`src/hw/rtl/aui_pkg.sv`:
```
// shared types, constants and the arctangent table for the angle unwrap integrator
// no dependencies
package aui_pkg;

    localparam int CORDIC_STEPS    = 16;
    localparam int ANGLE_FRAC_BITS = 16;

    // shift from the port angle format up to q30
    localparam int SH        = 30 - ANGLE_FRAC_BITS;
    localparam int MOD_STEPS = 3;
    localparam int MAC_STEPS = 4;
    localparam int CNT_MAX_A = (CORDIC_STEPS > MOD_STEPS) ? CORDIC_STEPS : MOD_STEPS;
    localparam int CNT_MAX   = (CNT_MAX_A > MAC_STEPS) ? CNT_MAX_A : MAC_STEPS;
    localparam int CNT_W     = $clog2(CNT_MAX);

    localparam int RW = 32 + SH;   // magnitude of the scaled input angle
    localparam int QW = SH;        // quotient of the 2pi reduction
    localparam int ZW = 35;        // cordic angle register
    localparam int CW = 36;        // cordic x and y registers
    localparam int AW = 33;        // cross and dot products

    localparam logic [33:0] TWO_PI_Q30  = 34'd6746518852;
    localparam logic [33:0] PI_Q30      = 34'd3373259426;
    localparam logic [33:0] HALF_PI_Q30 = 34'd1686629713;
    localparam logic [33:0] GAIN_Q30    = 34'd652032874;
    localparam longint      STEP_HALF   = 64'sd1 <<< (SH - 1);

    // reciprocal of 2pi for the quotient estimate, taken from the top SH + 2 bits
    // of the magnitude; the estimate is never high and at most one low
    localparam logic [SH-1:0] MOD_RECIP = SH'((64'd1 << (SH + 32)) / 64'(TWO_PI_Q30));

    localparam logic [1:0] REQ_LOAD  = 2'd0;
    localparam logic [1:0] REQ_PAIR  = 2'd1;
    localparam logic [1:0] REQ_ANGLE = 2'd2;

    typedef struct packed {
        logic [1:0]         req_type;
        logic signed [15:0] cos_in;
        logic signed [15:0] sin_in;
        logic signed [31:0] angle_in;
    } t_in_word;

    typedef struct packed {
        logic signed [31:0] total_angle;
        logic               saturated;
    } t_out_word;

    typedef struct packed {
        logic take;
        logic mod_step;
        logic wrap;
        logic fold;
        logic cordic;
        logic rot;
        logic round;
        logic mac;
        logic vec_load;
        logic step;
        logic finish;
    } t_cmd;

    typedef struct packed {
        logic [1:0] req_type;
        logic       mod_last;
        logic       cor_last;
        logic       mac_last;
        logic       vec_zero;
        logic       out_busy;
    } t_sts;

    // round(atan(2^-i) * 2^30)
    function automatic logic [29:0] atan_q30(input logic [CNT_W-1:0] idx);
        logic [29:0] v;
        case (int'(idx))
            0:  v = 30'd843314857;
            1:  v = 30'd497837829;
            2:  v = 30'd263043837;
            3:  v = 30'd133525159;
            4:  v = 30'd67021687;
            5:  v = 30'd33543516;
            6:  v = 30'd16775851;
            7:  v = 30'd8388437;
            8:  v = 30'd4194283;
            9:  v = 30'd2097149;
            10: v = 30'd1048576;
            11: v = 30'd524288;
            12: v = 30'd262144;
            13: v = 30'd131072;
            14: v = 30'd65536;
            15: v = 30'd32768;
            16: v = 30'd16384;
            17: v = 30'd8192;
            18: v = 30'd4096;
            19: v = 30'd2048;
            20: v = 30'd1024;
            21: v = 30'd512;
            22: v = 30'd256;
            23: v = 30'd128;
            24: v = 30'd64;
            25: v = 30'd32;
            26: v = 30'd16;
            27: v = 30'd8;
            28: v = 30'd4;
            29: v = 30'd2;
            default: v = '0;
        endcase
        return v;
    endfunction

endpackage

```
`src/hw/rtl/aui_cordic.sv`:
```
// one cordic micro-rotation, rotation or vectoring mode
// depends on aui_pkg
module aui_cordic
    import aui_pkg::*;
(
    input  logic                 i_rot,
    input  logic [CNT_W-1:0]     i_idx,
    input  logic signed [CW-1:0] i_x,
    input  logic signed [CW-1:0] i_y,
    input  logic signed [ZW-1:0] i_z,
    output logic signed [CW-1:0] o_x,
    output logic signed [CW-1:0] o_y,
    output logic signed [ZW-1:0] o_z
);

    logic                 ccw;
    logic signed [CW-1:0] xs;
    logic signed [CW-1:0] ys;
    logic signed [ZW-1:0] ang;

    assign xs  = i_x >>> i_idx;
    assign ys  = i_y >>> i_idx;
    assign ang = signed'({{(ZW - 30){1'b0}}, atan_q30(i_idx)});

    // rotation drives z toward zero, vectoring drives y toward zero
    assign ccw = i_rot ? !i_z[ZW-1] : i_y[CW-1];

    assign o_x = ccw ? i_x - ys  : i_x + ys;
    assign o_y = ccw ? i_y + xs  : i_y - xs;
    assign o_z = ccw ? i_z - ang : i_z + ang;

endmodule

```
`src/hw/rtl/aui_dp.sv`:
```
// datapath: 2pi reduction, shared cordic, products, accumulator and output register
// depends on aui_pkg and aui_cordic
module aui_dp
    import aui_pkg::*;
(
    input  logic      i_clk,
    input  logic      i_rst_n,
    input  t_cmd      i_cmd,
    input  t_in_word  i_in_word,
    input  logic      i_out_ready,
    output t_sts      o_sts,
    output logic      o_out_valid,
    output t_out_word o_out_word
);

    localparam logic signed [ZW-1:0] Z_PI       = signed'(ZW'(PI_Q30));
    localparam logic signed [ZW-1:0] Z_HALF_PI  = signed'(ZW'(HALF_PI_Q30));
    localparam logic signed [ZW-1:0] Z_TWO_PI   = signed'(ZW'(TWO_PI_Q30));
    localparam logic signed [ZW-1:0] Z_STEP_RND = ZW'(STEP_HALF);
    localparam logic signed [CW-1:0] X_GAIN     = signed'(CW'(GAIN_Q30));
    localparam logic signed [CW-1:0] X_RND16    = CW'(32768);

    logic [1:0]           r_type;
    logic signed [31:0]   r_angle;
    logic signed [31:0]   r_accum;
    logic signed [15:0]   r_c;
    logic signed [15:0]   r_s;
    logic signed [15:0]   r_prev_cos;
    logic signed [15:0]   r_prev_sin;
    logic [RW-1:0]        r_rem;
    logic [QW-1:0]        r_q;
    logic                 r_neg;
    logic                 r_fold;
    logic signed [CW-1:0] r_x;
    logic signed [CW-1:0] r_y;
    logic signed [ZW-1:0] r_z;
    logic signed [ZW-1:0] r_step;
    logic [CNT_W-1:0]     r_cnt;
    logic signed [AW-1:0] r_acc_sin;
    logic signed [AW-1:0] r_acc_cos;
    logic                 r_out_valid;
    t_out_word            r_out;

    logic signed [31:0]   n_accum;
    logic                 n_prev_wr;
    t_out_word            n_out;

    // input scaling to a q30 magnitude
    logic signed [RW-1:0] in_scaled;
    logic [RW-1:0]        in_mag;

    assign in_scaled = {i_in_word.angle_in, {SH{1'b0}}};
    assign in_mag    = in_scaled[RW-1] ? RW'(-in_scaled) : RW'(in_scaled);

    // 2pi reduction: quotient estimate, multiply back, one compare and subtract
    logic [2*SH+1:0] mod_est;
    logic [QW+33:0]  mod_prod;
    logic            mod_ge;

    assign mod_est  = (2*SH + 2)'(r_rem[RW-1:30]) * (2*SH + 2)'(MOD_RECIP);
    assign mod_prod = (QW + 34)'(r_q) * (QW + 34)'(TWO_PI_Q30);
    assign mod_ge   = r_rem >= RW'(TWO_PI_Q30);

    // floor remainder into (-pi, pi]
    logic [33:0]          wr_m0;
    logic [33:0]          wr_m1;
    logic signed [ZW-1:0] wr_z;

    assign wr_m0 = r_rem[33:0];
    assign wr_m1 = (r_neg && wr_m0 != '0) ? TWO_PI_Q30 - wr_m0 : wr_m0;
    assign wr_z  = (wr_m1 > PI_Q30) ? signed'(ZW'(wr_m1)) - Z_TWO_PI : signed'(ZW'(wr_m1));

    logic fold_hi;
    logic fold_lo;
    assign fold_hi = r_z > Z_HALF_PI;
    assign fold_lo = r_z < -Z_HALF_PI;

    // shared cordic
    logic signed [CW-1:0] cor_x;
    logic signed [CW-1:0] cor_y;
    logic signed [ZW-1:0] cor_z;

    aui_cordic u_cordic (
        .i_rot (i_cmd.rot),
        .i_idx (r_cnt),
        .i_x   (r_x),
        .i_y   (r_y),
        .i_z   (r_z),
        .o_x   (cor_x),
        .o_y   (cor_y),
        .o_z   (cor_z)
    );

    // rounding of the rotation result to q1.14
    function automatic logic signed [15:0] clamp16(input logic signed [CW-16:0] v);
        logic signed [15:0] r;
        if (v > (CW - 15)'(32767)) begin
            r = 16'sh7fff;
        end else if (v < -(CW - 15)'(32768)) begin
            r = 16'sh8000;
        end else begin
            r = v[15:0];
        end
        return r;
    endfunction

    logic signed [CW-1:0]  rd_xt;
    logic signed [CW-1:0]  rd_yt;
    logic signed [CW-16:0] rd_x;
    logic signed [CW-16:0] rd_y;

    assign rd_xt = r_x + X_RND16;
    assign rd_yt = r_y + X_RND16;
    assign rd_x  = r_fold ? -{rd_xt[CW-1], rd_xt[CW-1:16]} : {rd_xt[CW-1], rd_xt[CW-1:16]};
    assign rd_y  = r_fold ? -{rd_yt[CW-1], rd_yt[CW-1:16]} : {rd_yt[CW-1], rd_yt[CW-1:16]};

    // mac order: s*pc, -c*ps, c*pc, +s*ps
    logic signed [15:0]   mac_a;
    logic signed [15:0]   mac_b;
    logic signed [31:0]   mac_p;
    logic signed [AW-1:0] mac_pe;

    assign mac_a  = (r_cnt[0] ^ r_cnt[1]) ? r_c : r_s;
    assign mac_b  = r_cnt[0] ? r_prev_sin : r_prev_cos;
    assign mac_p  = mac_a * mac_b;
    assign mac_pe = AW'(mac_p);

    logic signed [CW-1:0] vx;
    logic signed [CW-1:0] vy;
    assign vx = CW'(r_acc_cos);
    assign vy = CW'(r_acc_sin);

    logic signed [ZW-1:0] st_t;
    assign st_t = r_z + Z_STEP_RND;

    // accumulate with clamp at the 32-bit limits
    logic signed [ZW:0]   fin_sum;
    logic                 fin_ovf;
    logic signed [31:0]   fin_clamp;

    assign fin_sum   = (ZW + 1)'(r_accum) + (ZW + 1)'(r_step);
    assign fin_ovf   = !((&fin_sum[ZW:31]) || !(|fin_sum[ZW:31]));
    assign fin_clamp = fin_ovf ? (fin_sum[ZW] ? 32'sh80000000 : 32'sh7fffffff) : fin_sum[31:0];

    always_comb begin
        n_accum   = r_accum;
        n_prev_wr = 1'b0;
        n_out     = '{total_angle: r_accum, saturated: 1'b0};
        unique case (r_type)
            REQ_LOAD: begin
                n_accum   = r_angle;
                n_prev_wr = 1'b1;
                n_out     = '{total_angle: r_angle, saturated: 1'b0};
            end
            REQ_PAIR, REQ_ANGLE: begin
                n_accum   = fin_clamp;
                n_prev_wr = 1'b1;
                n_out     = '{total_angle: fin_clamp, saturated: fin_ovf};
            end
            default: begin
                n_accum   = r_accum;
                n_prev_wr = 1'b0;
            end
        endcase
    end

    // control and architectural state
    always_ff @(posedge i_clk) begin
        if (!i_rst_n) begin
            r_accum     <= '0;
            r_prev_cos  <= 16'sd16384;
            r_prev_sin  <= '0;
            r_out_valid <= 1'b0;
            r_cnt       <= '0;
        end else begin
            if (i_cmd.finish) begin
                r_accum <= n_accum;
                if (n_prev_wr) begin
                    r_prev_cos <= r_c;
                    r_prev_sin <= r_s;
                end
            end
            if (i_cmd.finish) begin
                r_out_valid <= 1'b1;
            end else if (i_out_ready) begin
                r_out_valid <= 1'b0;
            end
            if (i_cmd.take || i_cmd.wrap || i_cmd.fold || i_cmd.round || i_cmd.vec_load) begin
                r_cnt <= '0;
            end else if (i_cmd.mod_step || i_cmd.cordic || i_cmd.mac) begin
                r_cnt <= r_cnt + 1'b1;
            end
        end
    end

    // working registers
    always_ff @(posedge i_clk) begin
        if (i_cmd.take) begin
            r_type  <= i_in_word.req_type;
            r_angle <= i_in_word.angle_in;
            r_c     <= i_in_word.cos_in;
            r_s     <= i_in_word.sin_in;
            r_neg   <= i_in_word.angle_in[31];
            r_rem   <= in_mag;
        end
        if (i_cmd.mod_step) begin
            unique case (r_cnt)
                CNT_W'(0): r_q   <= mod_est[2*SH+1:SH+2];
                CNT_W'(1): r_rem <= r_rem - mod_prod[RW-1:0];
                default: begin
                    // the estimate may leave one 2pi too many
                    if (mod_ge) begin
                        r_rem <= r_rem - RW'(TWO_PI_Q30);
                    end
                end
            endcase
        end
        if (i_cmd.wrap) begin
            r_z <= wr_z;
        end
        if (i_cmd.fold) begin
            r_x    <= X_GAIN;
            r_y    <= '0;
            r_fold <= fold_hi || fold_lo;
            if (fold_hi) begin
                r_z <= r_z - Z_PI;
            end else if (fold_lo) begin
                r_z <= r_z + Z_PI;
            end
        end
        if (i_cmd.cordic) begin
            r_x <= cor_x;
            r_y <= cor_y;
            r_z <= cor_z;
        end
        if (i_cmd.round) begin
            r_c <= clamp16(rd_x);
            r_s <= clamp16(rd_y);
        end
        if (i_cmd.mac) begin
            unique case (r_cnt[1:0])
                2'd0:    r_acc_sin <= mac_pe;
                2'd1:    r_acc_sin <= r_acc_sin - mac_pe;
                2'd2:    r_acc_cos <= mac_pe;
                default: r_acc_cos <= r_acc_cos + mac_pe;
            endcase
        end
        if (i_cmd.vec_load) begin
            // quarter turn toward the x axis for a vector in the left half
            if (vx[CW-1]) begin
                if (!vy[CW-1]) begin
                    r_x <= vy;
                    r_y <= -vx;
                    r_z <= Z_HALF_PI;
                end else begin
                    r_x <= -vy;
                    r_y <= vx;
                    r_z <= -Z_HALF_PI;
                end
            end else begin
                r_x <= vx;
                r_y <= vy;
                r_z <= '0;
            end
        end
        if (i_cmd.step) begin
            r_step <= st_t >>> SH;
        end
        if (i_cmd.finish) begin
            r_out <= n_out;
        end
    end

    assign o_sts.req_type = r_type;
    assign o_sts.mod_last = r_cnt == CNT_W'(MOD_STEPS - 1);
    assign o_sts.cor_last = r_cnt == CNT_W'(CORDIC_STEPS - 1);
    assign o_sts.mac_last = r_cnt == CNT_W'(MAC_STEPS - 1);
    assign o_sts.vec_zero = (r_acc_sin == '0) && (r_acc_cos == '0);
    assign o_sts.out_busy = r_out_valid && !i_out_ready;

    assign o_out_valid = r_out_valid;
    assign o_out_word  = r_out;

endmodule

```
`src/hw/rtl/aui_ctrl.sv`:
```
// sequencer for the angle unwrap integrator datapath
// depends on aui_pkg
module aui_ctrl
    import aui_pkg::*;
(
    input  logic       i_clk,
    input  logic       i_rst_n,
    input  logic       i_in_valid,
    input  logic [1:0] i_req_type,
    input  t_sts       i_sts,
    output logic       o_in_ready,
    output t_cmd       o_cmd
);

    typedef enum logic [10:0] {
        S_IDLE  = 11'b000_0000_0001,
        S_MOD   = 11'b000_0000_0010,
        S_WRAP  = 11'b000_0000_0100,
        S_FOLD  = 11'b000_0000_1000,
        S_ROT   = 11'b000_0001_0000,
        S_ROUND = 11'b000_0010_0000,
        S_MAC   = 11'b000_0100_0000,
        S_VPRE  = 11'b000_1000_0000,
        S_VEC   = 11'b001_0000_0000,
        S_STEP  = 11'b010_0000_0000,
        S_DONE  = 11'b100_0000_0000
    } t_state;

    t_state r_state;
    t_state n_state;

    always_comb begin
        n_state = r_state;
        o_cmd   = '0;
        unique case (r_state)
            S_IDLE: begin
                if (i_in_valid) begin
                    o_cmd.take = 1'b1;
                    unique case (i_req_type)
                        REQ_LOAD, REQ_ANGLE: n_state = S_MOD;
                        REQ_PAIR:            n_state = S_MAC;
                        default:             n_state = S_DONE;
                    endcase
                end
            end
            S_MOD: begin
                o_cmd.mod_step = 1'b1;
                if (i_sts.mod_last) begin
                    n_state = S_WRAP;
                end
            end
            S_WRAP: begin
                o_cmd.wrap = 1'b1;
                n_state    = S_FOLD;
            end
            S_FOLD: begin
                o_cmd.fold = 1'b1;
                n_state    = S_ROT;
            end
            S_ROT: begin
                o_cmd.cordic = 1'b1;
                o_cmd.rot    = 1'b1;
                if (i_sts.cor_last) begin
                    n_state = S_ROUND;
                end
            end
            S_ROUND: begin
                o_cmd.round = 1'b1;
                n_state     = (i_sts.req_type == REQ_LOAD) ? S_DONE : S_MAC;
            end
            S_MAC: begin
                o_cmd.mac = 1'b1;
                if (i_sts.mac_last) begin
                    n_state = S_VPRE;
                end
            end
            S_VPRE: begin
                o_cmd.vec_load = 1'b1;
                // a null vector gives a zero step
                n_state = i_sts.vec_zero ? S_STEP : S_VEC;
            end
            S_VEC: begin
                o_cmd.cordic = 1'b1;
                if (i_sts.cor_last) begin
                    n_state = S_STEP;
                end
            end
            S_STEP: begin
                o_cmd.step = 1'b1;
                n_state    = S_DONE;
            end
            S_DONE: begin
                if (!i_sts.out_busy) begin
                    o_cmd.finish = 1'b1;
                    n_state      = S_IDLE;
                end
            end
            default: begin
                n_state = S_IDLE;
            end
        endcase
    end

    always_ff @(posedge i_clk) begin
        if (!i_rst_n) begin
            r_state <= S_IDLE;
        end else begin
            r_state <= n_state;
        end
    end

    assign o_in_ready = (r_state == S_IDLE);

endmodule

```
`src/hw/rtl/angle_unwrap_integrator_top.sv`:
```
// channel  direction  handshake                  word
// input    in         i_in_valid / o_in_ready    t_in_word  (req_type, cos_in, sin_in, angle_in)
// output   out        o_out_valid / i_out_ready  t_out_word (total_angle, saturated)
//
// one word at a time: a new word is taken only when the sequencer is back in idle
// CORDIC_STEPS = 16 and a three-step 2pi reduction for load and angle update words
// a pair with a null vector skips the vectoring cordic
// the time per word is set by the shared cordic unit (one micro-rotation per cycle) and the
// reciprocal-multiply 2pi reduction of the input angle
// synchronous active-low reset: angle 0, stored pair (16384, 0), no result pending
// a finished result waits in the output register; a stalled output holds the
// sequencer in its last state while the next word is not yet taken
module angle_unwrap_integrator_top
    import aui_pkg::*;
(
    input  logic      i_clk,
    input  logic      i_rst_n,
    input  logic      i_in_valid,
    output logic      o_in_ready,
    input  t_in_word  i_in_word,
    output logic      o_out_valid,
    input  logic      i_out_ready,
    output t_out_word o_out_word
);

    t_cmd cmd;
    t_sts sts;

    aui_ctrl u_ctrl (
        .i_clk      (i_clk),
        .i_rst_n    (i_rst_n),
        .i_in_valid (i_in_valid),
        .i_req_type (i_in_word.req_type),
        .i_sts      (sts),
        .o_in_ready (o_in_ready),
        .o_cmd      (cmd)
    );

    aui_dp u_dp (
        .i_clk       (i_clk),
        .i_rst_n     (i_rst_n),
        .i_cmd       (cmd),
        .i_in_word   (i_in_word),
        .i_out_ready (i_out_ready),
        .o_sts       (sts),
        .o_out_valid (o_out_valid),
        .o_out_word  (o_out_word)
    );

endmodule

```
`config.mk`:
```
export PLATFORM = sky130hd
export DESIGN_NAME = angle_unwrap_integrator_top
export DESIGN_NICKNAME = d
export VERILOG_FILES = /design/src/hw/rtl/aui_pkg.sv /design/src/hw/rtl/aui_cordic.sv /design/src/hw/rtl/aui_dp.sv /design/src/hw/rtl/aui_ctrl.sv /design/src/hw/rtl/angle_unwrap_integrator_top.sv
export SDC_FILE = /design/constraint.sdc
export NUM_CORES = 2
export LEC_CHECK = 0
export BUFFER_PORTS_ARGS = -buffer_cell sky130_fd_sc_hd__buf_2
export CAP_MARGIN = 20
export CORE_ASPECT_RATIO = 0.5
export CORE_UTILIZATION = 55
export CTS_CLUSTER_SIZE = 14
export DETAILED_ROUTE_END_ITERATION = 16
export GPL_ROUTABILITY_DRIVEN = 0
export GPL_TIMING_DRIVEN = 0
export PLACE_DENSITY_LB_ADDON = 0.05
export SYNTH_ARGS = -nofsm -noshare
export SYNTH_HDL_FRONTEND = slang
export SYNTH_HIERARCHICAL = 1
export SYNTH_SLANG_ARGS = --single-unit
```
`constraint.sdc`:
```
create_clock -name i_clk -period 20.9 [get_ports i_clk]
set_input_delay 4.18 -clock i_clk [delete_from_list [all_inputs] [get_ports i_clk]]
set_output_delay 4.18 -clock i_clk [all_outputs]
set_load 0.005 [all_outputs]
```
-- After elaboration in Yosys (flattened, before gate mapping)
Memories as Yosys holds them, arrays and structs flattened. A register that Yosys moved wholly into a read port is not among the register bits.
Cells that the tools add are included.
- bits in registers: 435
- memory bits (read-only): 480
- input port bits: 70
- output and inout port bits: 35
- logic and storage cells: 206
- memories: 1
- memory list (memory ; words ; width ; read ports ; clocked after Yosys merged registers in ; wr ports ; RTL line ; source):
    (name not given) ; 16 ; 30 ; 1 ; 1 ; 0 ; aui_pkg.sv:74 ; case (int'(idx))
- add/subtract/negate cells: 24
- $mul: 3
- $lt $le $gt $ge: 8
- equality and inequality tests: 27
- shift-type cells: 2
- mux-type cells: 75
- bitwise logic cells: 3
- reductions and logical operators: 41
- operators with widths (operator ; number):
    2-to-1 mux 36 bit ; 12
    2-to-1 mux 35 bit ; 10
    one-hot mux 33 bit (2 select lines) ; 3
    2-to-1 mux 46 bit ; 4
    2-to-1 mux 16 bit ; 10
    one-hot mux 11 bit (11 select lines) ; 1
    one-hot mux 46 bit (2 select lines) ; 1
    2-to-1 mux 11 bit ; 7
    adder 36 x 17 -> 36 bit, second input constant ; 2
    adder 36 bit ; 2
    negation 33 -> 36 bit ; 2
    >>> shifter 36 x 4 -> 36 bit ; 2
    subtractor 36 bit ; 2
    zero test 33 bit ; 2
    2-to-1 mux 32 bit ; 2
    one-hot mux 32 bit (2 select lines) ; 1
    greater-or-equal comparator 46 x 33 -> 1 bit, second input constant ; 1
    negation 46 bit ; 1
    subtractor 46 x 33 -> 46 bit, second input constant ; 1
    subtractor 46 bit ; 1
    multiplier 14 x 31 -> 44 bit, second input constant ; 1
    > comparator 21 x 16 -> 1 bit, second input constant ; 2
    < comparator 21 x 16 -> 1 bit, second input constant ; 2
    2-to-1 mux 21 bit ; 2
    other kinds (55) ; 109

-- Depth between registers and ports, before layout
- word-level depth: 11
- mapped depth: 47
- mapped depth without buffers: 43

-- Cells and area by module
Netlist, hierarchy kept.
- by module, submodules not included (module ; instances ; cells each ; area each (µm²) ; sequential area each (µm²)):
    aui_dp ; 1 ; 6368 ; 54362.1 ; 11230.8
    aui_cordic ; 1 ; 1537 ; 12014.0 ; 0.0
    aui_ctrl ; 1 ; 97 ; 773.2 ; 220.2

-- Worst setup path before layout
No wires, ideal clock.
- path kind: flip-flop to flip-flop
- start: register u_dp.r_cnt[0]
- end: register u_dp.r_acc_sin[32], data pin
- setup time: 273 ps
- arrival time: 10978 ps
- required time: 20627 ps
- path slack: 9650 ps
- stages on the path, launching flop included: 46
- clock period less this slack: 11250 ps
- path through: dfxtp_1 -> buf_1 -> buf_1 -> inv_1 -> ha_1 -> clkbuf_1 -> buf_1 -> clkbuf_1 -> mux2_2 -> nand2_1 -> fa_1 -> fa_1 -> fa_1 -> inv_1 -> ha_1 -> fa_1 -> inv_1 -> fa_1 -> [... 10 more ...] -> a21oi_1 -> o21bai_1 -> a21oi_1 -> xnor2_1 -> inv_1 -> ha_1 -> a2111oi_0 -> o2bb2ai_1 -> o31ai_1 -> maj3_1 -> o211ai_1 -> a31oi_1 -> or3_1 -> a21oi_1 -> nor3_1 -> o22ai_1 -> mux2i_1 -> xnor2_1
- cells in the longest elaborated chain, start to end: 5
- elaborated cells between the ends (all ways): 8
- classes of those cells: add/sub: 1; mul: 1; eq/ne: 1; mux: 3; bitwise: 1; reduce/logical: 1
- ends and longest elaborated chain (element ; RTL line ; source):
    from (decl) ; aui_dp.sv:38 ; logic [CNT_W-1:0] r_cnt;
    from (signal assigned) ; aui_dp.sv:191 ; r_cnt <= r_cnt + 1'b1;
    XOR 1 bit ; aui_dp.sv:123 ; assign mac_a = (r_cnt[0] ^ r_cnt[1]) ? r_c : r_s;
    2-to-1 mux 16 bit ; aui_dp.sv:123 ;
    multiplier 16 x 16 -> 32 bit ; aui_dp.sv:125 ; assign mac_p = mac_a * mac_b;
    subtractor 33 x 32 -> 33 bit ; aui_dp.sv:243 ; 2'd1: r_acc_sin <= r_acc_sin - mac_pe;
    one-hot mux 33 bit (2 select lines) * ; aui_dp.sv:241 ; unique case (r_cnt[1:0])
    to (signal assigned) ; aui_dp.sv:242 ; 2'd0: r_acc_sin <= mac_pe;
    to (signal assigned) ; aui_dp.sv:243 ;
    to (decl) ; aui_dp.sv:39 ; logic signed [AW-1:0] r_acc_sin;
Every way passes the cells marked *; elsewhere a longest branch is shown, timed or not.
A chain may end at the register's enable or synchronous reset.

-- Final worst setup path
Same ends and word-level chain as after synthesis.

==> results.py <==
metrics = {
    "yosys": {
        "synth_area_leaders": "fa_1 14%, edfxtp_1 12%, ha_1 12%",
        "synthDistinctLibCells": 117,
        "synth_top_area_cell": "fa_1",
        "netlist_area_sq_um": 67100,
        "synthCells": 8002,
        "synth_top_area_share_pct": 14.0,
        "async_flop_share_pct": 0,
        "dominantRegCellSynth": "edfxtp_1",
        "synth_warnings": 6,
        "ys_seq_area_share_pct": 17.1,
        "syn_avg_cell_area_sq_um": 8.39,
        "synth_nets": 9172,
        "ys_ff_latch": 434,
        "synth_edf_count": 276,
    },
    "timing": {
        "worstMarginPinSlew_ps": 1330,
        "max_slew_margin_pct": 10.5,
        "max_freq_mhz": 69.3,
        "fin_crit_sh_pct": 69.1,
        "hold_viol": 0,
        "setup_viol": 0,
        "setup-tns-final_ps": 0,
        "rsz0062_at_grt": "no",
        "final.min_clock_period_ps": 14440,
        "worst_clock_skew_ps": 60.3,
        "slew_violations": 0,
    },
    "critical_path": {
        "rr_startpoint": "u_dp/r_cnt[0]",
        "critPathLaunch": "u_dp/r_cnt[0]",
        "worst_path_most_repeated_cell": "fa_1",
        "worstSetupPathType": "reg2reg",
        "startpoint_type": "register",
        "crit_slowest_cell": "mux2i_1",
        "crit_path_end_kind": "register",
        "crit_buf_inv": 10,
        "critPathTopFamily": "adder cells",
        "critPathArrivalTime_ps": 14780,
        "slowest_delay_ps": 950,
        "crit_fanout": 10,
        "cp.required_ps": 21250,
    },
    "clock_tree": {
        "post_cts_resized": 0,
        "cts_inserted_buffers": 48,
        "clock_sinks": 434,
        "insertion_delay_ps": 670,
        "clock_path_buffers": 3,
        "tritoncts": "yes",
        "h-tree-depth": 2,
        "cts_hold_buf": 0,
        "path_clk_slew_ps": 60,
        "cts_root_buf": "clkbuf_16",
        "postCtsSetupBuffers": 0,
    },
    "finish": {
        "final_cell_mix": "819 x inv_1, 750 x nand2_1, 632 x ha_1",
        "fill_cells": 11200,
        "mostFrequentLayoutCell": "inv_1",
        "drive_above_1_share_pct": 6.36,
        "area_delta_synth_final_pct": 6.53,
        "regArea_sq_um": 11500,
        "multi_input_area_sq_um": 51200,
        "nNetsFinal": 9351,
    },
    "detailed_routing": {
        "route.detailed.drc": 0,
        "first_pass_iters": 7,
        "wl_mm": 233,
        "vias": 62400,
        "drtAntennaViolNets": 0,
        "post_drt_wl_per_cell_microns": 23.7,
        "first_iter_violations": 7096,
        "viasPerCell": 6.34,
    },
    "placement": {
        "portBuffers": 104,
        "dpl.hpwl_mm": 187,
    },
    "grt": {
        "grt_max_degree": 39,
        "track_usage_pct": 37.2,
        "grt_antenna_before_repair": 12,
        "grt_pass1_vias": 59600,
        "grt-ovfl-total": 0,
        "grt_first_pass_wirelength_mm": 354,
    },
    "floorplanning": {
        "die_area_sq_um": 124000,
        "start_util_pct": 55.6,
        "ios": 105,
        "rows": 90,
        "fp.dieW_microns": 496,
        "core_area_sq_um": 121000,
        "die_y_microns": 249,
    },
    "min_path": {
        "hold_start": "u_dp/r_prev_sin[0]",
        "min_path_type": "reg2reg",
    },
    "flow_run": {
        "cap_violations": 0,
    },
    "outcome": {
        "status": "complete, no violations",
    },
}
## routing by layer
metal | vias up | global-route usage, % | routed length (microns)
met4 | 10 | 20.8 | 15400
met2 | 3302 | 58.0 | 101000
li1 | 28600 | - | -
met5 | - | 0 | 71
met3 | 845 | 7.98 | 24400
met1 | 29600 | 48.0 | 92000
## sequential cells by signal, indices dropped and copies added (netlist names), 33 cells and up
signal / count
u_dp/r_acc_sin: 33
u_dp/r_acc_cos: 33
u_dp/o_out_word: 33
u_dp/r_rem: 46
u_dp/r_y: 36
u_dp/r_x: 36
u_dp/r_z: 35
## final timing paths
check | endpoint | slack, ps | depth (start not counted)
setup reg to reg | u_dp/r_acc_sin[32] | 6460 | 41
hold reg to reg | u_dp/r_prev_sin[0] | 470 | 2
hold / removal | u_dp/r_prev_sin[0] | 470 | 2
setup / recovery | u_dp/r_acc_sin[32] | 6460 | 41
## Yosys cell counts, types with 83 or more instances
cell type and count:
a21oi_1 608, a21o_1 179, clkbuf_1 266, nor3_1 131, mux2i_1 85, xor2_1 259
mux4_2 83, nand2_1 751, a31oi_1 90, xnor2_1 400, inv_1 819, fa_1 468
nand3_1 149, o21ai_0 535, dfxtp_1 158, ha_1 632, nor2_1 623, edfxtp_1 276
## final cells by class
cell class / count / area share, %
buffer: 352 / 2.05
sequential: 434 / 16.0
clock inverter: 30 / 0.392
antenna: 4 / 0.0140
timing repair buffer: 129 / 1.06
tap: 1610 / 2.82
clock buffer: 59 / 1.79
inverter: 823 / 4.32
multi-input combinational: 6393 / 71.6
## logic make-up after synthesis
group / share of synthesized area (%)
multiplexers: 5.88
flip-flops: 17.1
AO/OA/AOI/OAI: 20.3
AND/OR/NAND/NOR: 15.6
adder cells (fa/ha/maj): 25.8
XOR/XNOR: 8.60
buffers and inverters: 6.78
## worst register-to-register path, delay by kind of cell (launching register included)
family	cells	cell delay (ps)
buffers and inverters	10	3260
adder cells (fa/ha/maj)	10	4750
AND/OR/NAND/NOR	7	1260
multiplexers	2	1190
flip-flops	1	910
XOR/XNOR	2	670
AO/OA/AOI/OAI	10	2130
## per-stage QoR
stage	instance area, sq um	setup slack [ps]	cells	hold slack, ps	util [%]
after detailed placement	69900	6810	9737	461	57.9
final	71500	6460	9834	467	59.2
after global routing	71500	5680	9830	486	59.2
after global placement	69700	6890	9716	453	57.7
after CTS	71500	6770	9826	469	59.2
after floorplan	67100	9650	8002	440	-
Power is left out: the tool's default activity adds up to more than one toggle a clock period on the data nets, which glitch-free logic cannot reach.
